<file path="src/rtl/core/sit_pkg.sv">
// ----------------------------------------------------------------------------
// sit_pkg
// Widths, types and constants shared by the segment intersection pipeline.
// ----------------------------------------------------------------------------
package sit_pkg;

	localparam int COORD_W = 16;
	localparam int DIFF_W  = COORD_W + 1;
	localparam int PROD_W  = 2 * DIFF_W;
	localparam int EPS_W   = 16;

	localparam logic [EPS_W-1:0] EPS_RESET = EPS_W'(16);

	// Box flags, one per endpoint-against-segment test.
	localparam int BOX_A_CD = 0;
	localparam int BOX_B_CD = 1;
	localparam int BOX_C_AB = 2;
	localparam int BOX_D_AB = 3;
	localparam int BOX_N    = 4;

	typedef logic signed [COORD_W-1:0] coord_t;
	typedef logic signed [DIFF_W-1:0]  diff_t;
	typedef logic signed [PROD_W-1:0]  prod_t;
	typedef logic [EPS_W-1:0]          eps_t;
	typedef logic [BOX_N-1:0]          box_t;

	typedef struct packed {
		diff_t x;
		diff_t y;
		diff_t z;
	} vec_t;

	typedef struct packed {
		prod_t x;
		prod_t y;
		prod_t z;
	} normal_t;

	// zero: collinear; neg: negative orientation (forced low when zero).
	typedef struct packed {
		logic zero;
		logic neg;
	} orient_t;

endpackage

</file>
<file path="src/rtl/core/sit_diff.sv">
// ----------------------------------------------------------------------------
// sit_diff
// Stage 1: direction and offset vectors plus the four bounding box tests.
// ----------------------------------------------------------------------------
module sit_diff (
	input  logic            clk,
	input  logic            en,
	input  sit_pkg::coord_t a_x, a_y, a_z,
	input  sit_pkg::coord_t b_x, b_y, b_z,
	input  sit_pkg::coord_t c_x, c_y, c_z,
	input  sit_pkg::coord_t d_x, d_y, d_z,
	output sit_pkg::vec_t   u_cd_s1,
	output sit_pkg::vec_t   v_ca_s1,
	output sit_pkg::vec_t   v_cb_s1,
	output sit_pkg::vec_t   u_ab_s1,
	output sit_pkg::vec_t   v_ac_s1,
	output sit_pkg::vec_t   v_ad_s1,
	output sit_pkg::box_t   box_s1
);
	import sit_pkg::*;

	function automatic diff_t sub(input coord_t m, input coord_t p);
		sub = {m[COORD_W-1], m} - {p[COORD_W-1], p};
	endfunction

	function automatic logic in_rng(input coord_t v, input coord_t e0, input coord_t e1);
		coord_t lo;
		coord_t hi;
		lo = (e0 < e1) ? e0 : e1;
		hi = (e0 < e1) ? e1 : e0;
		in_rng = (v >= lo) && (v <= hi);
	endfunction

	box_t box_d;

	always_comb begin
		box_d[BOX_A_CD] = in_rng(a_x, c_x, d_x) && in_rng(a_y, c_y, d_y)
			&& in_rng(a_z, c_z, d_z);
		box_d[BOX_B_CD] = in_rng(b_x, c_x, d_x) && in_rng(b_y, c_y, d_y)
			&& in_rng(b_z, c_z, d_z);
		box_d[BOX_C_AB] = in_rng(c_x, a_x, b_x) && in_rng(c_y, a_y, b_y)
			&& in_rng(c_z, a_z, b_z);
		box_d[BOX_D_AB] = in_rng(d_x, a_x, b_x) && in_rng(d_y, a_y, b_y)
			&& in_rng(d_z, a_z, b_z);
	end

	always_ff @(posedge clk) begin
		if (en) begin
			u_cd_s1 <= '{sub(d_x, c_x), sub(d_y, c_y), sub(d_z, c_z)};
			v_ca_s1 <= '{sub(a_x, c_x), sub(a_y, c_y), sub(a_z, c_z)};
			v_cb_s1 <= '{sub(b_x, c_x), sub(b_y, c_y), sub(b_z, c_z)};
			u_ab_s1 <= '{sub(b_x, a_x), sub(b_y, a_y), sub(b_z, a_z)};
			v_ac_s1 <= '{sub(c_x, a_x), sub(c_y, a_y), sub(c_z, a_z)};
			v_ad_s1 <= '{sub(d_x, a_x), sub(d_y, a_y), sub(d_z, a_z)};
			box_s1  <= box_d;
		end
	end

endmodule

</file>
<file path="config.mk">
export PLATFORM = sky130hd
export DESIGN_NAME = sit_diff
export DESIGN_NICKNAME = d
export VERILOG_FILES = /design/src/rtl/core/sit_pkg.sv /design/src/rtl/core/sit_diff.sv
export SDC_FILE = /design/constraint.sdc
export NUM_CORES = 2
export LEC_CHECK = 0
export ABC_AREA = 1
export BUFFER_PORTS_ARGS = -buffer_cell sky130_fd_sc_hd__buf_4
export CAP_MARGIN = 20
export CORE_UTILIZATION = 49
export DETAILED_ROUTE_END_ITERATION = 10
export PLACE_DENSITY = 0.79
export SLEW_MARGIN = 20
export SYNTH_ARGS = -nofsm -noshare
export SYNTH_HDL_FRONTEND = slang
export SYNTH_SLANG_ARGS = --single-unit
</file>
<file path="constraint.sdc">
create_clock -name clk -period 5.4 [get_ports clk]
set_input_delay 1.08 -clock clk [delete_from_list [all_inputs] [get_ports clk]]
set_output_delay 1.08 -clock clk [all_outputs]
set_load 0.02 [all_outputs]
</file>
* Word level (Yosys, flattened, before mapping)
Cells that the tools add are included. W data, S select, Z words.
Operators by class: add/subtract/negate cells 18, multiply operators 0, div/mod/pow operators 0, magnitude comparators 30, equality and inequality tests 0, shifts and indexed selects 0, muxes and demuxes 12, bitwise gates (word level) 0, reductions and logical operators 20
Operators by type and width (count):
- $sub A16 B16 Y17 | 18
- $ge A16 B16 Y1 | 12
- $le A16 B16 Y1 | 12
- $mux W16 | 12
- $lt A16 B16 Y1 | 6
- $logic_and A1 B1 Y1 | 20
Word-level totals: register bits after elaboration 310, latch bits 0, bits in writable memories 0, bits in read-only memories 0, input port bits 194, output and inout bits 310, logic and storage cells 99, memories 0

* Depth between registers and ports, before layout
word-level depth 6, gate-level depth with buffers 36, depth with buffers taken out 35

* Worst setup path after synthesis
Ideal clock, no wire load.
path kind input to register, start point input a_z[2], end point register box_s1[3] (data pin), library setup time 0.252 ns, arrival time 4.622 ns, required time 5.148 ns, slack 0.526 ns, stages on the path 33, buffers on the path 1, cell sequence inv_1 > ha_1 > a21oi_1 > nand2_1 > a21oi_1 > o21bai_1 > nand3_1 > o21ai_1 > nand2_1 > nand2_1 > a21boi_1 > nor2_1 > a21boi_1 > nand3_1 > o211ai_2 > buf_2 > nor2_1 > a21oi_1 > ha_1 > nand2_1 > inv_1 > a221oi_1 > o221ai_1 > a21oi_1 > nand3_1 > o21ai_0 > o21ai_0 > nand2_1 > inv_1 > nand2_1 > clkinv_1 > nand3_1 > nor2_1
Between the ends: word-level cells in the longest chain between the ends 5, elaborated cells on any way between the ends 7, classes of those cells 3 x order compare; 2 x mux; 2 x reduce/logical
Ends and longest elaborated chain:
- from (decl) | line sit_diff.sv:8 | input sit_pkg::coord_t a_x, a_y, a_z,
- $lt A16 B16 Y1 | line sit_diff.sv:29, sit_diff.sv:30
- $mux W16 (on tied branches) | line sit_diff.sv:29, sit_diff.sv:30
- $ge A16 B16 Y1 / $le A16 B16 Y1 (equally long branches) | line sit_diff.sv:31 | in_rng = (v >= lo) && (v <= hi);
- $logic_and A1 B1 Y1 * | line sit_diff.sv:31
- $logic_and A1 B1 Y1 * | line sit_diff.sv:44 | && in_rng(d_z, a_z, b_z);
- via box_d[3] | line sit_diff.sv:34 | box_t box_d;
- to (signal assigned) | line sit_diff.sv:55 | box_s1 <= box_d;
- to (decl) | line sit_diff.sv:18 | output sit_pkg::box_t box_s1
Mark *: on every way through the listed nets, which the timed path passes. The rest lies on a longest branch. A chain may end at the register's enable or synchronous reset.

* Worst setup path after layout
start point input c_z[4], end point register box_s1[1] (data pin)
Between the ends: word-level cells in the longest chain between the ends 5, elaborated cells on any way between the ends 7, classes of those cells 3 x order compare; 2 x mux; 2 x reduce/logical
Ends and longest elaborated chain:
- from (decl) | line sit_diff.sv:10 | input sit_pkg::coord_t c_x, c_y, c_z,
- $lt A16 B16 Y1 | line sit_diff.sv:29, sit_diff.sv:30
- $mux W16 (on tied branches) | line sit_diff.sv:29, sit_diff.sv:30
- $ge A16 B16 Y1 / $le A16 B16 Y1 (equally long branches) | line sit_diff.sv:31
- $logic_and A1 B1 Y1 * | line sit_diff.sv:31
- $logic_and A1 B1 Y1 * | line sit_diff.sv:40 | && in_rng(b_z, c_z, d_z);
- via box_d[1] | line sit_diff.sv:34
Marked as above.

==> metrics.txt <==
fin. max-slew vios=0; Starting Density=49.9%; total of max-cap violations=0; logic gate share of total power=roughly 47%; drt first-iter violations=3211; CORE AREA=64900 µm²; Synth Cell Area=roughly 32000 µm²; leakage=approximately 20 nW; Setup Crit Path Kind=primary input to flop; commonest cells after routing, fill and taps aside=770 x buf_4, 724 x nand2_1, 646 x ha_1; Total Wirelength=between 100 and 150 mm; largest net degree at the start of global routing=89; GRT Total Usage=35.1%; first-pass GRT wire length=about 180 mm; Yosys cell types=55; syn_nets=4739; Final Cell Area=slightly above 40000 µm²; drt drc=0; Cells after Synth=approximately 3900; dominant synthesized flop cell=edfxtp_1; ANT nets after route=0; sequential area share after synthesis=between 20% and 30%; DP Cell Count=~5400; Finished Layout Cells=about 5500; Final Hold Viols=0; share of the cycle needed by the critical path after routing=92.4%; final layout net count=~5500; fmax=200 MHz; status=completed; Post-DP Area=a little under 40000 µm²; fin crit period=4.99 ns; GPL Wtd Cong=about 1.0; CTS clock-pin slew for the worst setup and hold paths=around 0.050 ns; Async SR Flop Fraction=0%; CP arrival=5.42 ns; final core occ=62.3%; Detail Placement HPWL=between 100 and 150 mm; filler cell count=between 5000 and 6000; drt wl/cell=22.1 µm; Yosys reg bits=307; number of H-tree levels=2; Top Ports=between 500 and 600; die width=259 µm; Tightest Hold Check Type=primary input to flop; Syn-to-layout area delta=24.8%; Internal=approximately 6.6 mW; Power Density=about 270 nW/µm²; Congestion Overflow GR=0; full die area=67100 µm²; EDFF count, synth=roughly 310; part of the power in registers=around 30%; CP required=roughly 5.8 ns; TritonRoute pass-1 iters=6; Peak VDD IR=0.000347 V; share of cells above drive strength 1=19.2%; element type at the critical path end=flop; clock share of power=a little under a quarter; row cnt=93; Vias/cell=just under 6; Finish-stage setup viols=0; most common cell after layout, fill and taps aside=buf_4; worst slew pin tran=approximately 1.1 ns; crit start category=primary input; Critical-path top delay cell=ha_1; total chip power=approximately 11 mW; CTS tree=yes; clock buffer depth=3; Sw Share=39.9%; clock sink count=just over 300; Crit Path Max Fanout=13; YS warnings=0; Avg Inst Size Synth=between 8 and 9 µm²; vias in the first global route=~31000; via count=~32000; CTS Buf Count=37; RSZ-0062 raised after global routing=false; clock root buffer master=clkbuf_16; antenna violations before repair=8; slew margin rel.=between 20% and 30%; PortBufs=around 500; Die Ht=259 µm; crit-path max cell delay=~0.31 ns; crit-path most repeated cell=nand2_1; Switch Pwr=4.38 mW
## state kept, by name, summed over array words and instances (netlist names)
name,flops
v_ac_s1,51
v_ad_s1,51
u_cd_s1,51
box_s1,4
v_ca_s1,48
v_cb_s1,51
u_ab_s1,51
## per-stage QoR
stage | setup slack [ns] | hold WS, ns | setup TNS [ns]
floorplan | 0.526 | 1.19 | 0
global placement | -0.254 | 1.51 | -0.484
detailed placement | -0.347 | 1.51 | -0.829
CTS | 0.246 | 0.910 | 0
global route | 0.00584 | 0.941 | 0
finish | 0.412 | 0.945 | 0
## final timing paths
path	start	end	slack (ns)	cells after the start
worst min-delay path	a_z[0]	u_ab_s1[0]$_DFFE_PP_	0.94	3
worst max-delay path	c_z[4]	box_s1[1]$_DFFE_PP_	0.41	37
## area by class of cell
type	instances	area, µm²	share of cell area [%]
inverter	388	1460	3.60
clock inverter	25	203	0.501
multi-input combinational	3107	21400	53.0
sequential	307	9220	22.8
clock buffer	43	991	2.45
tap	855	1070	2.65
timing repair buffer	783	6030	14.9
antenna	6	15.0	0.0371
## synthesized netlist by cell type, drive strengths merged (35+ instances only)
cell | instances | share of area [%]
xnor2 | 62 | 1.7
clkbuf | 65 | 0.75
edfxtp | 307 | 28
nand2 | 736 | 8.7
ha | 646 | 25
nand3 | 174 | 2.8
a31oi | 35 | 0.68
nor2 | 227 | 2.6
xor2 | 206 | 5.6
a21oi | 422 | 6.5
o21ai | 257 | 4.0
nand4 | 72 | 1.4
inv | 385 | 4.5
## critical path: cells and delay by family
kind | cells | cell delay [ns]
buffers and inverters | 10 | 1.03
adder cells (fa/ha/maj) | 2 | 0.59
AO/OA/AOI/OAI | 9 | 1.40
AND/OR/NAND/NOR | 16 | 1.31
## power by group through the flow
| stage | registers, mW | logic [mW] | clock network (mW) |
|---|---|---|---|
| 3_5_place_dp | 3.33 | 5.05 | 0 |
| 5_1_grt | 3.32 | 5.63 | 2.64 |
| 4_1_cts | 3.29 | 5.08 | 2.56 |
| 3_3_place_gp | 3.33 | 4.99 | 0 |
| 6_report | 3.29 | 5.17 | 2.53 |
| 2_1_floorplan | 3.79 | 2.49 | 0 |
## routing by layer
layer	up-vias	global-route usage, %	share of wire, %
met4	6	16.4	5.3
met2	1642	57.5	45
met5	-	0	0.034
met1	14899	44.4	40
li1	15274	-	-
met3	331	6.78	9.5
## what timing repair did
item	CTS	global route
hold buffers	0	0
buffers inserted	0	2
setup endpoints to repair	0	3
resized for setup	0	17
## cell families (layout without fill, tap and decap cells)
family | after synthesis | in the layout | synth area share (%)
xor gates and xnor gates | 268 | 268 | 7.31
adders and majority gates | 664 | 664 | 26.1
other | 0 | 6 | 0
and+or+nand+nor | 1288 | 1288 | 17.0
DFF | 307 | 307 | 28.5
buffers and inverters | 468 | 1239 | 5.54
AOI/OAI and AO/OA | 886 | 887 | 15.6
No activity file was read; power rests on OpenSTA's default activity.
